==> src/design/cltok_pkg.sv <==
`default_nettype none

package cltok_pkg;

   localparam int MAX_TOKEN_LENGTH_DEF = 255;
   localparam int TOKEN_LIMIT_DEF      = 16;
   localparam int QUEUE_DEPTH_DEF      = 2;

   localparam logic [4:0] MAX_TOKENS_RESET = 5'd16;
   localparam logic       CSR_MAX_TOKENS   = 1'b0;

   localparam logic [7:0] CH_SPACE   = 8'h20;
   localparam logic [7:0] CH_TAB     = 8'h09;
   localparam logic [7:0] CH_NEWLINE = 8'h0A;
   localparam logic [7:0] CH_CR      = 8'h0D;
   localparam logic [7:0] CH_ZERO    = 8'h00;
   localparam logic [7:0] CH_SEMI    = 8'h3B;
   localparam logic [7:0] CH_HASH    = 8'h23;
   localparam logic [7:0] CH_QUOTE   = 8'h22;
   localparam logic [7:0] CH_DOT     = 8'h2E;
   localparam logic [7:0] CH_DIGIT0  = 8'h30;
   localparam logic [7:0] CH_DIGIT9  = 8'h39;

   typedef enum logic [3:0] {
      BC_BLANK,
      BC_NEWLINE,
      BC_CR,
      BC_ZERO,
      BC_SEMI,
      BC_HASH,
      BC_QUOTE,
      BC_DOT,
      BC_DIGIT,
      BC_OTHER
   } byte_class_type;

   typedef enum logic [2:0] {
      EV_TOKEN,
      EV_TOKEN_END,
      EV_COMMENT,
      EV_SYNTAX,
      EV_TOO_MANY
   } event_kind_type;

   typedef enum logic [1:0] {
      TK_NUMBER,
      TK_FLOAT,
      TK_STRING,
      TK_QSTRING
   } token_kind_type;

   typedef struct packed {
      byte_class_type cls;
      logic           first;
      logic           last;
   } item_type;

   typedef struct packed {
      logic push;
      logic full;
   } front_ctl_type;

endpackage

`default_nettype wire

==> src/design/cltok_front.sv <==
`default_nettype none

module cltok_front (
   input  wire logic                    req_valid,
   output logic                         req_stall,
   input  wire logic [7:0]              req_text_byte,
   input  wire logic                    req_first_byte,
   input  wire logic                    req_final_byte,
   input  wire logic                    queue_full,
   output cltok_pkg::front_ctl_type     ctl,
   output cltok_pkg::item_type          item
);

   cltok_pkg::byte_class_type cls;

   always_comb begin
      if (req_text_byte == cltok_pkg::CH_SPACE || req_text_byte == cltok_pkg::CH_TAB) begin
         cls = cltok_pkg::BC_BLANK;
      end else if (req_text_byte == cltok_pkg::CH_NEWLINE) begin
         cls = cltok_pkg::BC_NEWLINE;
      end else if (req_text_byte == cltok_pkg::CH_CR) begin
         cls = cltok_pkg::BC_CR;
      end else if (req_text_byte == cltok_pkg::CH_ZERO) begin
         cls = cltok_pkg::BC_ZERO;
      end else if (req_text_byte == cltok_pkg::CH_SEMI) begin
         cls = cltok_pkg::BC_SEMI;
      end else if (req_text_byte == cltok_pkg::CH_HASH) begin
         cls = cltok_pkg::BC_HASH;
      end else if (req_text_byte == cltok_pkg::CH_QUOTE) begin
         cls = cltok_pkg::BC_QUOTE;
      end else if (req_text_byte == cltok_pkg::CH_DOT) begin
         cls = cltok_pkg::BC_DOT;
      end else if (req_text_byte >= cltok_pkg::CH_DIGIT0 &&
                   req_text_byte <= cltok_pkg::CH_DIGIT9) begin
         cls = cltok_pkg::BC_DIGIT;
      end else begin
         cls = cltok_pkg::BC_OTHER;
      end
   end

   assign req_stall  = queue_full;
   assign ctl.full   = queue_full;
   assign ctl.push   = req_valid && !queue_full;
   assign item.cls   = cls;
   assign item.first = req_first_byte;
   assign item.last  = req_final_byte;

endmodule

`default_nettype wire

==> src/design/cltok_queue.sv <==
`default_nettype none

module cltok_queue #(
   parameter int DEPTH = cltok_pkg::QUEUE_DEPTH_DEF
) (
   input  wire logic                 clock,
   input  wire logic                 reset,
   input  wire logic                 push,
   input  wire cltok_pkg::item_type  push_item,
   output logic                      full,
   input  wire logic                 pop,
   output logic                      pop_valid,
   output cltok_pkg::item_type       pop_item
);

   localparam int PW = (DEPTH > 1) ? $clog2(DEPTH) : 1;
   localparam int CW = $clog2(DEPTH + 1);

   cltok_pkg::item_type slot_ff [DEPTH];
   logic [PW-1:0] wr_ptr_ff, wr_ptr_in;
   logic [PW-1:0] rd_ptr_ff, rd_ptr_in;
   logic [CW-1:0] count_ff, count_in;
   logic          do_pop;

   assign full      = (count_ff == CW'(DEPTH));
   assign pop_valid = (count_ff != '0);
   assign pop_item  = slot_ff[rd_ptr_ff];
   assign do_pop    = pop && pop_valid;

   always_comb begin
      wr_ptr_in = wr_ptr_ff;
      rd_ptr_in = rd_ptr_ff;
      count_in  = count_ff;
      if (push) begin
         wr_ptr_in = (wr_ptr_ff == PW'(DEPTH - 1)) ? '0 : wr_ptr_ff + 1'b1;
      end
      if (do_pop) begin
         rd_ptr_in = (rd_ptr_ff == PW'(DEPTH - 1)) ? '0 : rd_ptr_ff + 1'b1;
      end
      if (push && !do_pop) begin
         count_in = count_ff + 1'b1;
      end else if (do_pop && !push) begin
         count_in = count_ff - 1'b1;
      end
   end

   always_ff @(posedge clock) begin
      if (reset) begin
         wr_ptr_ff <= '0;
         rd_ptr_ff <= '0;
         count_ff  <= '0;
      end else begin
         wr_ptr_ff <= wr_ptr_in;
         rd_ptr_ff <= rd_ptr_in;
         count_ff  <= count_in;
      end
   end

   always_ff @(posedge clock) begin
      if (push) begin
         slot_ff[wr_ptr_ff] <= push_item;
      end
   end

endmodule

`default_nettype wire

==> src/design/cltok_back.sv <==
`default_nettype none

module cltok_back #(
   parameter int MAX_TOKEN_LENGTH = cltok_pkg::MAX_TOKEN_LENGTH_DEF,
   parameter int TOKEN_LIMIT      = cltok_pkg::TOKEN_LIMIT_DEF
) (
   input  wire logic                 clock,
   input  wire logic                 reset,
   input  wire logic [4:0]           max_tokens,
   input  wire logic                 item_valid,
   input  wire cltok_pkg::item_type  item,
   output logic                      item_pop,
   output logic                      rsp_valid,
   input  wire logic                 rsp_stall,
   output logic [2:0]                rsp_event_kind,
   output logic [1:0]                rsp_token_kind,
   output logic [7:0]                rsp_token_len,
   output logic [3:0]                rsp_token_position,
   output logic [4:0]                rsp_statement_tokens,
   output logic [15:0]               rsp_line_count
);

   localparam int TW = $clog2(TOKEN_LIMIT + 1);
   localparam int MW = (TW > 5) ? TW : 5;
   localparam int ZW = $clog2(MAX_TOKEN_LENGTH + 1);
   localparam int XW = (ZW > 8) ? ZW : 8;

   typedef enum logic [2:0] {
      PH_START,
      PH_BLANKS,
      PH_TOKSTART,
      PH_BARE,
      PH_QUOTED,
      PH_QCLOSED,
      PH_COMMENT,
      PH_HALT
   } phase_type;

   phase_type                 phase_ff, phase_in;
   cltok_pkg::token_kind_type kind_ff, kind_in;
   logic [ZW-1:0]             size_ff, size_in;
   logic [TW-1:0]             tokens_ff, tokens_in;
   logic [15:0]               line_ff, line_in;

   logic                      rsp_valid_ff, rsp_valid_in;
   logic [2:0]                ev_kind_ff, ev_kind_in;
   logic [1:0]                tok_kind_ff, tok_kind_in;
   logic [7:0]                tok_size_ff, tok_size_in;
   logic [3:0]                tok_pos_ff, tok_pos_in;
   logic [4:0]                stmt_ff, stmt_in;
   logic [15:0]               ev_line_ff, ev_line_in;

   logic                      ev_fire;
   logic [MW-1:0]             limit;
   logic [MW-1:0]             cfg_wide;

   assign item_pop = item_valid && (!rsp_valid_ff || !rsp_stall);

   assign cfg_wide = MW'(max_tokens);
   always_comb begin
      if (cfg_wide == '0) begin
         limit = MW'(1);
      end else if (cfg_wide > MW'(TOKEN_LIMIT)) begin
         limit = MW'(TOKEN_LIMIT);
      end else begin
         limit = cfg_wide;
      end
   end

   always_comb begin
      logic          start_req;
      logic          end_req;
      logic          bare_req;
      logic          failed;
      logic [MW:0]   tk_next;
      logic [MW-1:0] tk_wide;
      logic [XW-1:0] sz_wide;

      phase_in    = phase_ff;
      kind_in     = kind_ff;
      size_in     = size_ff;
      tokens_in   = tokens_ff;
      line_in     = line_ff;
      ev_fire     = 1'b0;
      ev_kind_in  = cltok_pkg::EV_TOKEN;
      tok_kind_in = '0;
      tok_size_in = '0;
      tok_pos_in  = '0;
      stmt_in     = '0;
      start_req   = 1'b0;
      end_req     = 1'b0;
      bare_req    = 1'b0;
      failed      = 1'b0;
      tk_next     = '0;
      tk_wide     = '0;
      sz_wide     = '0;

      if (item.first) begin
         phase_in  = PH_START;
         kind_in   = cltok_pkg::TK_NUMBER;
         size_in   = '0;
         tokens_in = '0;
         line_in   = 16'd1;
      end
      ev_line_in = line_in;

      if (phase_in != PH_HALT) begin
         case (phase_in)
            PH_START, PH_BLANKS: begin
               if (item.cls == cltok_pkg::BC_BLANK) begin
                  phase_in = PH_BLANKS;
               end else if (item.cls == cltok_pkg::BC_NEWLINE) begin
                  phase_in = PH_START;
                  if (line_in != 16'hFFFF) line_in = line_in + 16'd1;
               end else if (item.cls == cltok_pkg::BC_CR) begin
                  phase_in = PH_COMMENT;
               end else begin
                  tokens_in = '0;
                  start_req = 1'b1;
               end
            end
            PH_TOKSTART: begin
               start_req = 1'b1;
            end
            PH_BARE: begin
               if (item.cls == cltok_pkg::BC_BLANK || item.cls == cltok_pkg::BC_SEMI) begin
                  end_req = 1'b1;
               end else if (item.cls == cltok_pkg::BC_NEWLINE ||
                            item.cls == cltok_pkg::BC_CR ||
                            item.cls == cltok_pkg::BC_ZERO) begin
                  failed = 1'b1;
               end else begin
                  bare_req = 1'b1;
               end
            end
            PH_QUOTED: begin
               if (item.cls == cltok_pkg::BC_QUOTE) begin
                  phase_in = PH_QCLOSED;
               end else if (item.cls == cltok_pkg::BC_NEWLINE ||
                            item.cls == cltok_pkg::BC_CR ||
                            item.cls == cltok_pkg::BC_ZERO) begin
                  failed = 1'b1;
               end else if (size_in < ZW'(MAX_TOKEN_LENGTH)) begin
                  size_in = size_in + 1'b1;
               end
            end
            PH_QCLOSED: begin
               if (item.cls == cltok_pkg::BC_QUOTE) begin
                  phase_in = PH_QCLOSED;
               end else if (item.cls == cltok_pkg::BC_BLANK ||
                            item.cls == cltok_pkg::BC_SEMI) begin
                  end_req = 1'b1;
               end else begin
                  failed = 1'b1;
               end
            end
            PH_COMMENT: begin
               if (item.cls == cltok_pkg::BC_NEWLINE) begin
                  phase_in = PH_START;
                  if (line_in != 16'hFFFF) line_in = line_in + 16'd1;
               end
            end
            default: begin
               phase_in = PH_HALT;
            end
         endcase

         if (start_req) begin
            case (item.cls)
               cltok_pkg::BC_BLANK, cltok_pkg::BC_SEMI, cltok_pkg::BC_ZERO,
               cltok_pkg::BC_NEWLINE, cltok_pkg::BC_CR: begin
                  failed = 1'b1;
               end
               cltok_pkg::BC_HASH: begin
                  ev_fire    = 1'b1;
                  ev_kind_in = cltok_pkg::EV_COMMENT;
                  tk_wide    = MW'(tokens_in);
                  stmt_in    = tk_wide[4:0];
                  tokens_in  = '0;
                  phase_in   = PH_COMMENT;
               end
               cltok_pkg::BC_QUOTE: begin
                  kind_in  = cltok_pkg::TK_QSTRING;
                  size_in  = '0;
                  phase_in = PH_QUOTED;
               end
               default: begin
                  kind_in  = cltok_pkg::TK_NUMBER;
                  size_in  = '0;
                  phase_in = PH_BARE;
                  bare_req = 1'b1;
               end
            endcase
         end

         if (bare_req) begin
            if (item.cls == cltok_pkg::BC_DOT && kind_in == cltok_pkg::TK_NUMBER) begin
               kind_in = cltok_pkg::TK_FLOAT;
            end else if (item.cls != cltok_pkg::BC_DIGIT) begin
               if (kind_in == cltok_pkg::TK_NUMBER) begin
                  kind_in = cltok_pkg::TK_STRING;
               end else if (kind_in == cltok_pkg::TK_FLOAT) begin
                  failed = 1'b1;
               end
            end
            if (!failed && size_in < ZW'(MAX_TOKEN_LENGTH)) begin
               size_in = size_in + 1'b1;
            end
         end

         if (end_req) begin
            tk_wide = MW'(tokens_in);
            tk_next = {1'b0, tk_wide} + 1'b1;
            sz_wide = XW'(size_in);
            if (item.cls == cltok_pkg::BC_SEMI) begin
               ev_fire     = 1'b1;
               ev_kind_in  = cltok_pkg::EV_TOKEN_END;
               tok_kind_in = kind_in;
               tok_size_in = (sz_wide > XW'(255)) ? 8'hFF : sz_wide[7:0];
               tok_pos_in  = tk_wide[3:0];
               stmt_in     = tk_next[4:0];
               tokens_in   = '0;
               phase_in    = PH_START;
            end else if (tk_next >= {1'b0, limit}) begin
               ev_fire    = 1'b1;
               ev_kind_in = cltok_pkg::EV_TOO_MANY;
               phase_in   = PH_HALT;
            end else begin
               ev_fire     = 1'b1;
               ev_kind_in  = cltok_pkg::EV_TOKEN;
               tok_kind_in = kind_in;
               tok_size_in = (sz_wide > XW'(255)) ? 8'hFF : sz_wide[7:0];
               tok_pos_in  = tk_wide[3:0];
               tokens_in   = tokens_in + 1'b1;
               phase_in    = PH_TOKSTART;
            end
         end

         if (item.last && !failed && phase_in != PH_HALT &&
             (phase_in == PH_BLANKS || phase_in == PH_TOKSTART || phase_in == PH_BARE ||
              phase_in == PH_QUOTED || phase_in == PH_QCLOSED)) begin
            failed = 1'b1;
         end

         if (failed) begin
            ev_fire     = 1'b1;
            ev_kind_in  = cltok_pkg::EV_SYNTAX;
            tok_kind_in = '0;
            tok_size_in = '0;
            tok_pos_in  = '0;
            stmt_in     = '0;
            phase_in    = PH_HALT;
         end

         if (item.last) begin
            phase_in = PH_HALT;
         end
      end

      rsp_valid_in = item_pop ? ev_fire : (rsp_valid_ff && rsp_stall);
   end

   always_ff @(posedge clock) begin
      if (reset) begin
         phase_ff     <= PH_START;
         kind_ff      <= cltok_pkg::TK_NUMBER;
         size_ff      <= '0;
         tokens_ff    <= '0;
         line_ff      <= 16'd1;
         rsp_valid_ff <= 1'b0;
      end else begin
         rsp_valid_ff <= rsp_valid_in;
         if (item_pop) begin
            phase_ff  <= phase_in;
            kind_ff   <= kind_in;
            size_ff   <= size_in;
            tokens_ff <= tokens_in;
            line_ff   <= line_in;
         end
      end
      if (item_pop && ev_fire) begin
         ev_kind_ff  <= ev_kind_in;
         tok_kind_ff <= tok_kind_in;
         tok_size_ff <= tok_size_in;
         tok_pos_ff  <= tok_pos_in;
         stmt_ff     <= stmt_in;
         ev_line_ff  <= ev_line_in;
      end
   end

   assign rsp_valid            = rsp_valid_ff;
   assign rsp_event_kind       = ev_kind_ff;
   assign rsp_token_kind       = tok_kind_ff;
   assign rsp_token_len        = tok_size_ff;
   assign rsp_token_position   = tok_pos_ff;
   assign rsp_statement_tokens = stmt_ff;
   assign rsp_line_count       = ev_line_ff;

endmodule

`default_nettype wire

==> src/design/config_line_tokenizer_unit.sv <==
// Configuration text tokenizer, one byte per item.
// Input channel (req_*): one text byte per item with first_byte, which restarts
// parsing at line 1, and final_byte, which marks the end of the text.
// Result channel (rsp_*): at most one item per byte: a token with kind, length,
// position and line, a statement end, a comment, a syntax error or a too-many-tokens event.
// An accepted byte is queued, parsed, and its result registered before it is offered on rsp_.
// Throughput: one byte per cycle while rsp_ is not stalled; the front classifier and
// the back parser are joined by a two-entry queue, and the parser's single state
// update per byte sets the rate.
// A stall on rsp_ holds the result register; the parser stops and the queue fills,
// after which req_stall rises. Bytes after a reported error or the final byte are
// swallowed without result until a byte with first_byte set.
// Reset (synchronous) empties the queue, drops any pending result, returns the
// parser to statement start at line 1 and sets max_tokens to 16.
// CSR: max_tokens at byte address 0, written and read over the APB-style port; the user
// must access it only while the block is idle, which the block itself does not enforce.
`default_nettype none

module config_line_tokenizer_unit #(
   parameter int MAX_TOKEN_LENGTH = cltok_pkg::MAX_TOKEN_LENGTH_DEF,
   parameter int TOKEN_LIMIT      = cltok_pkg::TOKEN_LIMIT_DEF,
   parameter int QUEUE_DEPTH      = cltok_pkg::QUEUE_DEPTH_DEF
) (
   input  wire logic        clock,
   input  wire logic        reset,
   input  wire logic        req_valid,
   output logic             req_stall,
   input  wire logic [7:0]  req_text_byte,
   input  wire logic        req_first_byte,
   input  wire logic        req_final_byte,
   output logic             rsp_valid,
   input  wire logic        rsp_stall,
   output logic [2:0]       rsp_event_kind,
   output logic [1:0]       rsp_token_kind,
   output logic [7:0]       rsp_token_len,
   output logic [3:0]       rsp_token_position,
   output logic [4:0]       rsp_statement_tokens,
   output logic [15:0]      rsp_line_count,
   input  wire logic        csr_psel,
   input  wire logic        csr_penable,
   input  wire logic        csr_pwrite,
   input  wire logic [2:0]  csr_paddr,
   input  wire logic [31:0] csr_pwdata,
   output logic [31:0]      csr_prdata,
   output logic             csr_pready
);

   logic [4:0]               max_tokens_ff, max_tokens_in;
   cltok_pkg::front_ctl_type front_ctl;
   cltok_pkg::item_type      front_item;
   cltok_pkg::item_type      back_item;
   logic                     queue_full;
   logic                     back_valid;
   logic                     back_pop;

   assign csr_pready = 1'b1;

   always_comb begin
      max_tokens_in = max_tokens_ff;
      if (csr_psel && csr_penable && csr_pwrite && csr_pready &&
          csr_paddr[2] == cltok_pkg::CSR_MAX_TOKENS) begin
         max_tokens_in = csr_pwdata[4:0];
      end
   end

   always_ff @(posedge clock) begin
      if (reset) begin
         max_tokens_ff <= cltok_pkg::MAX_TOKENS_RESET;
      end else begin
         max_tokens_ff <= max_tokens_in;
      end
   end

   assign csr_prdata = (csr_paddr[2] == cltok_pkg::CSR_MAX_TOKENS) ?
                       {27'd0, max_tokens_ff} : 32'd0;

   cltok_front u_front (
      .req_valid      (req_valid),
      .req_stall      (req_stall),
      .req_text_byte  (req_text_byte),
      .req_first_byte (req_first_byte),
      .req_final_byte (req_final_byte),
      .queue_full     (queue_full),
      .ctl            (front_ctl),
      .item           (front_item)
   );

   cltok_queue #(
      .DEPTH (QUEUE_DEPTH)
   ) u_queue (
      .clock     (clock),
      .reset     (reset),
      .push      (front_ctl.push),
      .push_item (front_item),
      .full      (queue_full),
      .pop       (back_pop),
      .pop_valid (back_valid),
      .pop_item  (back_item)
   );

   cltok_back #(
      .MAX_TOKEN_LENGTH (MAX_TOKEN_LENGTH),
      .TOKEN_LIMIT      (TOKEN_LIMIT)
   ) u_back (
      .clock                (clock),
      .reset                (reset),
      .max_tokens           (max_tokens_ff),
      .item_valid           (back_valid),
      .item                 (back_item),
      .item_pop             (back_pop),
      .rsp_valid            (rsp_valid),
      .rsp_stall            (rsp_stall),
      .rsp_event_kind       (rsp_event_kind),
      .rsp_token_kind       (rsp_token_kind),
      .rsp_token_len        (rsp_token_len),
      .rsp_token_position   (rsp_token_position),
      .rsp_statement_tokens (rsp_statement_tokens),
      .rsp_line_count       (rsp_line_count)
   );

endmodule

`default_nettype wire

==> config.mk <==
export PLATFORM = sky130hd
export DESIGN_NAME = config_line_tokenizer_unit
export DESIGN_NICKNAME = d
export VERILOG_FILES = /design/src/design/cltok_pkg.sv /design/src/design/cltok_front.sv /design/src/design/cltok_queue.sv /design/src/design/cltok_back.sv /design/src/design/config_line_tokenizer_unit.sv
export SDC_FILE = /design/constraint.sdc
export NUM_CORES = 1
export LEC_CHECK = 0
export BUFFER_PORTS_ARGS = -buffer_cell sky130_fd_sc_hd__buf_2
export CAP_MARGIN = 20
export CORE_MARGIN = 2
export CORE_UTILIZATION = 56
export DETAILED_ROUTE_END_ITERATION = 12
export GPL_TIMING_DRIVEN = 0
export MAX_ROUTING_LAYER = met4
export PLACE_DENSITY = 0.81
export SYNTH_ARGS = -nofsm -noshare
export SYNTH_HDL_FRONTEND = slang
export SYNTH_HIERARCHICAL = 1
export SYNTH_SLANG_ARGS = --single-unit
==> constraint.sdc <==
create_clock -name clock -period 7.3 [get_ports clock]
set_input_delay 0.73 -clock clock [delete_from_list [all_inputs] [get_ports clock]]
set_output_delay 0.73 -clock clock [all_outputs]
set_load 0.02 [all_outputs]
# Yosys cells after proc, flatten, opt, wreduce, memory -nomap -nowiden
# Memory sizes are Yosys's and may differ from the RTL's. A register that Yosys moved wholly into a read port is not among the register bits.
# Index checks and enable logic that the tools add are counted.
word_totals:
  output_inout_bits: 73
  register_bits: 82
  n_memories: 1
  ram_bits: 12
  word_cells: 247
classes:
  n_lt_le_gt_ge: 7
  bitwise: 3
  n_addsub: 9
  mux: 131
  eq_ne: 32
  n_reduce_logical: 47
memory_table:
  columns: ["memory", "words", "word_bits", "read_ports", "rd_clocked_by_memory_dff", "write_ports", "line", "rtl"]
  rows:
  - ["u_queue.slot_ff", 2, 6, 1, 1, 1, "cltok_queue.sv:19", "cltok_pkg::item_type slot_ff [DEPTH];"]
op_table:
  columns: ["operator", "n"]
  rows:
  - ["8-bit 2-to-1 mux", 15]
  - ["5-bit 2-to-1 mux", 19]
  - ["16-bit 2-to-1 mux", 5]
  - ["3-bit 2-to-1 mux", 18]
  - ["1-bit 2-to-1 mux", 43]
  - ["8-bit by 6-bit equality test with 1-bit output (second input constant)", 5]
  - ["4-bit 2-to-1 mux", 10]
  - ["16-bit one-hot mux with 2 select lines", 1]
  - ["2-bit 2-to-1 mux", 14]
  - ["8-bit by 4-bit equality test with 1-bit output (second input constant)", 3]
  - ["16-bit by 1-bit adder with 16-bit output (second input constant)", 1]
  - ["8-bit by 1-bit adder with 8-bit output (second input constant)", 2]
  - ["4-bit by 3-bit equality test with 1-bit output (second input constant)", 4]
  - ["1-bit logical AND", 16]
  - ["8-bit < comparator (second input constant)", 2]
  - ["16-bit inequality test (second input constant)", 1]
  - ["3-bit equality test (second input constant)", 5]
  - ["3-bit by 2-bit equality test with 1-bit output (second input constant)", 4]
  - ["3-bit one-hot mux with 4 select lines", 1]
  - ["1-bit logical OR", 9]
  - ["3-bit one-hot mux with 3 select lines", 1]
  - ["4-bit by 2-bit equality test with 1-bit output (second input constant)", 2]
  - ["8-bit by 6-bit greater-or-equal comparator with 1-bit output (second input constant)", 1]
  - ["8-bit > comparator (second input constant)", 1]
  - ["other kinds (30)", 46]

# Longest topological paths before layout
# Gate-level depths: netlist of the first run.
depth:
  ltp_word: 26
  ltp_mapped: 20
  ltp_nobuf: 17

# By module
# Netlist of the first run, hierarchy kept.
modules_own_cells:
  columns: ["module", "area_each_um2", "n_inst", "cells_each"]
  rows:
  - ["cltok_back", 4777.1, 1, 537]
  - ["cltok_queue", 643.1, 1, 41]
  - ["config_line_tokenizer_unit", 494.2, 1, 58]
  - ["cltok_front", 287.8, 1, 40]

# Worst setup path after synthesis of the first run
# Ideal clock, no wire load.
synth_path:
  path_kind: "register to register"
  from: "register with a tool-made name"
  to: "register u_back.ev_kind_ff[0], in the netlist u_back/rsp_event_kind[0] (enable)"
  t_required_ns: 6.844
  t_arrival_ns: 5.788
  n_path_buf: 2
  path_stages_with_launch: 19
  period_less_slack_ns: 6.245
  setup_slack_ns: 1.055
  cell_sequence: "dfxtp_1 clkbuf_1 mux2_2 buf_2 a211o_1 a22o_1 a31oi_1 and2_1 ha_1 nand3_1 xor2_1 nor2_1 ha_1 o21ai_0 a21oi_1 nor4_2 o31a_1 a221oi_1 a31oi_1"
synth_rtl:
  columns: ["item", "line", "rtl"]
  rows:
  - ["end signal: assignment", "cltok_back.sv:282", "ev_kind_ff <= ev_kind_in;"]
  - ["end: declaration", "cltok_back.sv:46", "logic [2:0] ev_kind_ff, ev_kind_in;"]

==> qor.yml, run 1 <==
clock_network:
  tritoncts: "done"
  cts_setup_buffers: 0
  insertion_delay_ns: 0.38
  clock_path_buffers: 2
  cts_resized: 0
  cts-root-buf: "clkbuf_8"
  cts_sinks: 95
  cts-hold-fix-buffers: 0
  h-tree-depth: 3
  clkSlewWorstSetupHoldPaths_ns: 0.10
  numCtsBuffers: 9
placement:
  placed_cells: 904
  io_buffers: 62
  hpwl_um: 11600
  gp_congestion: 1.02
  placed_area_um2: 6820
  dp_slack_ns: 1.45
routing:
  postRouteAntennaNets: 0
  vias: 5627
  dr.pass1.iters: 5
  drt-initial-drc-count: 600
  wl_um: 15700
  drc: 0
  via_per_inst: 6.12
  routedWlPerCell_um: 17.1
synth:
  syn_inst: 675
  avgSynthCellArea_um2: 9.18
  yosysWarnings: 6
  netlist_area_um2: 6190
floorplan:
  ios: 125
  core_area_um2: 10800
  dieArea_um2: 11900
  die_h_um: 109
  rows: 38
  start_util_pct: 57.4
  die_width_um: 109
timing:
  fin_skew_ns: 0.0125
  setup_ws_ns: 1.31
  hold_violations: 0
  max_clock_freq_ghz: 0.167
  hold-worst-slack_ns: 0.497
  fin_crit_sh_pct: 82.0
  fin_crit_ns: 5.99
  setup_violations: 0
  rsz0062_at_grt: "no"
  tightest_slew_ns: 0.994
  final_max_slew_viol_count: 0
  slew_headroom_pct: 33.0
critical_path:
  arrival_ns: 6.12
  critical_path_class: "reg2reg"
  slowest_stage: "a221oi_1"
  cp_cell_sequence: "clkbuf_1 > mux2_2 > clkbuf_1 > clkbuf_1 > a21o_1 > a31oi_1 > and2_1 > ha_1 > nand3_1 > xor2_1 > nor2_1 > ha_1 > o21ai_0 > a21oi_1 > nor4_2 > nor3_1 > a221oi_1 > a31oi_4 > buf_16"
  cp.required_ns: 7.44
  critPathLaunchType: "flip-flop"
  cp_num_buf_inv: 4
  slowest_delay_ns: 0.73
  end_kind: "flip-flop"
  crit_path_frequent_cell: "clkbuf_1"
  cp_max_fo: 22
  critical-path-top-delay-family: "compound AO/OA/AOI/OAI gates"
power:
  powerDensity_nw_per_um2: 323
  vdd_ir_drop_max_mv: 0.209
  p_leak_nw: 2.64
global_route:
  antenna_found_initial: 0
  grt_pass1_wl_um: 24800
  grt_max_degree: 23
  grt_pass1_vias: 5103
  grt-ovfl-total: 0
  grtUsageTotal_pct: 27.4
cells_and_area:
  area_growth_pct: 13.4
  drive_above_1_share_pct: 22.1
  fill_cells: 903
  layout.nets: 838
  fin_util_pct: 65.1
  n_antenna_cell: 0
  ff_latch_area_um2: 2400
  multi_input_area_um2: 3410
  stdcell_area_um2: 7020
  final_cells: 920
hold_path:
  hold_class: "reg2reg"
job:
  maxCapViolCount: 0
run_status:
  run_status: "finished, final reports clean"
## worst paths after layout
kind                            slack [ns]                       end              start  cells past startpoint
worst min register to register        0.50         u_back/kind_ff[1]  u_back/kind_ff[1]                      2
worst max-delay path                  1.31  u_back/rsp_line_count[1]          flip-flop                     19
worst max register to register        1.31  u_back/rsp_line_count[1]          flip-flop                     19
worst min-delay path                  0.50         u_back/kind_ff[1]  u_back/kind_ff[1]                      2
## tightest hold or removal path, cell delays in order, from the launching register on
cell and delay (ns):
dfxtp_1 0.34, nand2_1 0.06, a21oi_1 0.06
## layout make-up
type	instances	share of cell area, %
Clock buffer	9	1.76
Timing Repair Buffer	63	4.81
Tap cell	140	2.49
Clock inverter	7	1.12
Multi-Input combinational cell	518	48.5
Inverter	15	0.802
Sequential cell	95	34.2
Buffer	73	6.25
## power by group
group / total [W] / internal (W) / switching (W) / leakage, nW
logic: 0.00112 / 0.000359 / 0.000762 / 1.70
clock network: 0.000362 / 0.000163 / 0.000199 / 0.0998
registers: 0.000788 / 0.000723 / 0.0000644 / 0.833
total: 0.00227 / 0.00124 / 0.00103 / 2.64
## routing by layer
metal	GRT usage, %	wire (um)	vias to the layer above
li1	-	-	2665
met1	34.7	6590	2616
met2	43.2	7450	307
met3	5.56	1300	39
met4	10.5	385	0
met5	-	0	-
## registers in the layout, indices dropped and copies added, names as in the netlist, named ones only
name	cells
u_back/line_ff	16
u_back/rsp_line_count	16
u_queue/slot_ff	12
u_back/rsp_token_len	8
u_back/size_ff	8
max_tokens_ff	5
u_back/rsp_statement_tokens	5
u_back/tokens_ff	5
u_back/rsp_token_position	4
u_back/phase_ff	3
u_back/rsp_event_kind	3
u_back/kind_ff	2
u_back/rsp_token_kind	2
u_queue/count_ff	2
u_back/rsp_valid	1
u_queue/rd_ptr_ff	1
u_queue/wr_ptr_ff	1
## cells in the final DEF (no fill, tap or decap), drive strengths merged, types with 12 or more instances in the layout
| master | instances |
|---|---|
| a21oi | 30 |
| inv | 18 |
| edfxtp | 50 |
| nor4 | 12 |
| conb | 28 |
| nor3 | 26 |
| mux2i | 13 |
| o21ai | 30 |
| xor2 | 12 |
| nand2 | 46 |
| nand2b | 14 |
| clkbuf | 31 |
| nor2b | 30 |
| nor2 | 47 |
| buf | 114 |
| dfxtp | 45 |
| nand3 | 16 |
## stage by stage
step | TNS [ns] | total power (W)
after floorplan | 0 | 0.00156
after global placement | -6.40 | 0.00184
after detailed placement | 0 | 0.00189
after CTS | 0 | 0.00225
after global routing | 0 | 0.00240
final | 0 | 0.00227
Power figures use the tool's default switching activity.
==> run 2, diff against run 1 <==
--- a/config.mk
+++ b/config.mk
@@ -5,6 +5,7 @@
 export SDC_FILE = /design/constraint.sdc
 export NUM_CORES = 1
 export LEC_CHECK = 0
+export ABC_AREA = 1
 export BUFFER_PORTS_ARGS = -buffer_cell sky130_fd_sc_hd__buf_2
 export CAP_MARGIN = 20
 export CORE_MARGIN = 2
==> constraint.sdc (replaced) <==
create_clock -name clock -period 5.9 [get_ports clock]
set_input_delay 0.59 -clock clock [delete_from_list [all_inputs] [get_ports clock]]
set_output_delay 0.59 -clock clock [all_outputs]
set_load 0.02 [all_outputs]
==> run 2 against run 1 <==
Compared with the run above:
- largest power group unchanged
- area after synthesis up 2.3%
- maximum frequency up 20%
- first-iteration DRC count down 46%
- via count up 5.9%
- global-route usage down 1.2 points
- routed wire length down 6.1%
- critical path depth up 9
- sequential power up 20%
==> qor.yml, run 2 <==
critical_path:
  slowest_stage: "inv_1"
  timing.rr.end: "u_back/rsp_line_count[5]"
  r2r_cells: 28  # +9
  end_kind: "flip-flop"
  critical_path_class: "reg2reg"
  cp_max_fo: 26  # +18%
  critPathLaunchType: "flip-flop"
  crit_path_frequent_cell: "nand2_1"
  arrival_ns: 5.06  # -1.06 ns
  r2r_slack_ns: 0.89  # -0.42 ns
  critical-path-top-delay-family: "simple AND/OR/NAND/NOR gates"
  slowest_delay_ns: 0.46  # -0.27 ns
  cp_num_buf_inv: 6  # +2
  cp.required_ns: 5.96  # -1.48 ns
routing:
  dr.pass1.iters: 5  # unchanged
  wl_um: 14800  # -6.1%
  routedWlPerCell_um: 13.0  # -24%
  postRouteAntennaNets: 0  # unchanged
  drc: 0  # unchanged
  drt-initial-drc-count: 324  # -46%
  vias: 5960  # +5.9%
  via_per_inst: 5.27  # -14%
synth:
  syn_inst: 884  # +31%
  avgSynthCellArea_um2: 7.17  # -22%
  netlist_area_um2: 6340  # +2.3%
  yosysWarnings: 6  # unchanged
hold_path:
  hold_path_end: "u_queue/slot_ff[0][1]"
  hold_class: "in2reg"
  worstHoldStart: "req_first_byte"
  holdPathStages: 1  # -1
clock_network:
  cts_sinks: 95  # unchanged
  cts_resized: 0  # unchanged
  cts-root-buf: "clkbuf_16"
  insertion_delay_ns: 0.35  # -0.03 ns
  h-tree-depth: 3  # unchanged
  cts_setup_buffers: 0  # unchanged
  clock_path_buffers: 2  # unchanged
  cts-hold-fix-buffers: 0  # unchanged
  tritoncts: "done"
  clkSlewWorstSetupHoldPaths_ns: 0.07  # -0.03 ns
  numCtsBuffers: 9  # unchanged
run_status:
  run_status: "finished, final reports clean"
timing:
  max_clock_freq_ghz: 0.200  # +20%
  tns_ns: 0  # unchanged
  slew_headroom_pct: 54.2  # +21 points
  rsz0062_at_grt: "no"
  final_max_slew_viol_count: 0  # unchanged
  hold-worst-slack_ns: 0.420  # -0.0779 ns
  hold_violations: 0  # unchanged
  setup_violations: 0  # unchanged
  tightest_slew_ns: 0.687  # -0.307 ns
  setup_ws_ns: 0.892  # -0.421 ns
  fin_crit_sh_pct: 84.9  # +2.9 points
  fin_skew_ns: 0.00542  # -0.00708 ns
  fin_crit_ns: 5.01  # -0.979 ns
power:
  powerDensity_nw_per_um2: 373  # +15%
  vdd_ir_drop_max_mv: 0.335  # +60%
  p_leak_nw: 3.21  # +22%
cells_and_area:
  layout.nets: 1050  # +25%
  drive_above_1_share_pct: 20.5  # -1.6 points
  n_antenna_cell: 0  # unchanged
  final_cell_mix: "nand2_1, inv_1, nor2_1, buf_2, nand3_1"
  area_growth_pct: 14.9
  mostFrequentLayoutCell: "nand2_1"
floorplan:
  ios: 125  # unchanged
  die_h_um: 110  # +1.1%
  dieArea_um2: 12200  # +2.2%
  start_util_pct: 58.0  # +0.57 points
  rows: 38  # unchanged
  core_area_um2: 10900  # +1.3%
  die_width_um: 110  # +1.1%
placement:
  dp_slack_ns: 0.946  # -0.501 ns
  hpwl_um: 11100  # -4.5%
  io_buffers: 65  # +4.8%
  gp_congestion: 0.981  # -3.4%
global_route:
  grt_max_degree: 27  # +17%
  grt-ovfl-total: 0  # unchanged
  grt_pass1_wl_um: 24200  # -2.7%
  grt_pass1_vias: 5506  # +7.9%
  antenna_found_initial: 0  # unchanged
  grtUsageTotal_pct: 26.2  # -1.2 points
job:
  maxCapViolCount: 0  # unchanged
==> run 2: cell count changes in the layout (fill, tap and decap cells not counted), moves of 23 or more <==
cell     before  now
nand2_1      46  201
inv_1        15  116
nor2_1       47  112
nand3_1      16   61
nor2b_1      30    0
nor2_2        0   23
==> run 2: final cells by class <==
class	count	area [um^2]
multi-input combinational	636	3220
clock buffer	9	225
fill	994	3650
tap	140	175
inverter	131	492
clock inverter	7	96.3
sequential	95	2400
timing repair buffer	66	353
buffer	48	324
==> run 2: metrics by stage <==
stage	util (%)	total power [W]	area (um^2)	std cells
floorplan	-	0.00176	6440	910
global placement	63.4	0.00204	6940	1115
detailed placement	63.7	0.00208	6960	1116
CTS	66.6	0.00272	7290	1132
global route	66.6	0.00289	7290	1132
finish	66.6	0.00272	7290	1132
==> run 2: how the worst max path moves through the flow <==
stage / slack (ns) / depth (start not counted) / startpoint / to
after global routing: 0.53 / 28 / flip-flop / u_back/rsp_line_count[5]
after floorplan: 1.40 / 27 / flip-flop / u_back/rsp_event_kind[0]
after CTS: 0.90 / 28 / flip-flop / u_back/rsp_line_count[5]
final: 0.89 / 28 / flip-flop / u_back/rsp_line_count[5]
after global placement: 0.60 / 27 / flip-flop / u_back/rsp_token_len[4]
after detailed placement: 0.95 / 28 / flip-flop / u_back/rsp_token_len[4]
==> run 2: layer usage <==
| metal | vias to the layer above | track usage [%] | wire [um] |
|---|---|---|---|
| met5 | - | - | 0 |
| met1 | 2645 | 31.1 | 6310 |
| met4 | 0 | 11.2 | 301 |
| li1 | 3026 | - | - |
| met3 | 32 | 6.82 | 1140 |
| met2 | 257 | 42.2 | 7020 |
==> run 2: power breakdown <==
group / switching (W) / internal, W
Combinational: 0.000816 / 0.000325
Clock: 0.000257 / 0.000372
Sequential: 0.0000631 / 0.000886
Total: 0.00114 / 0.00158
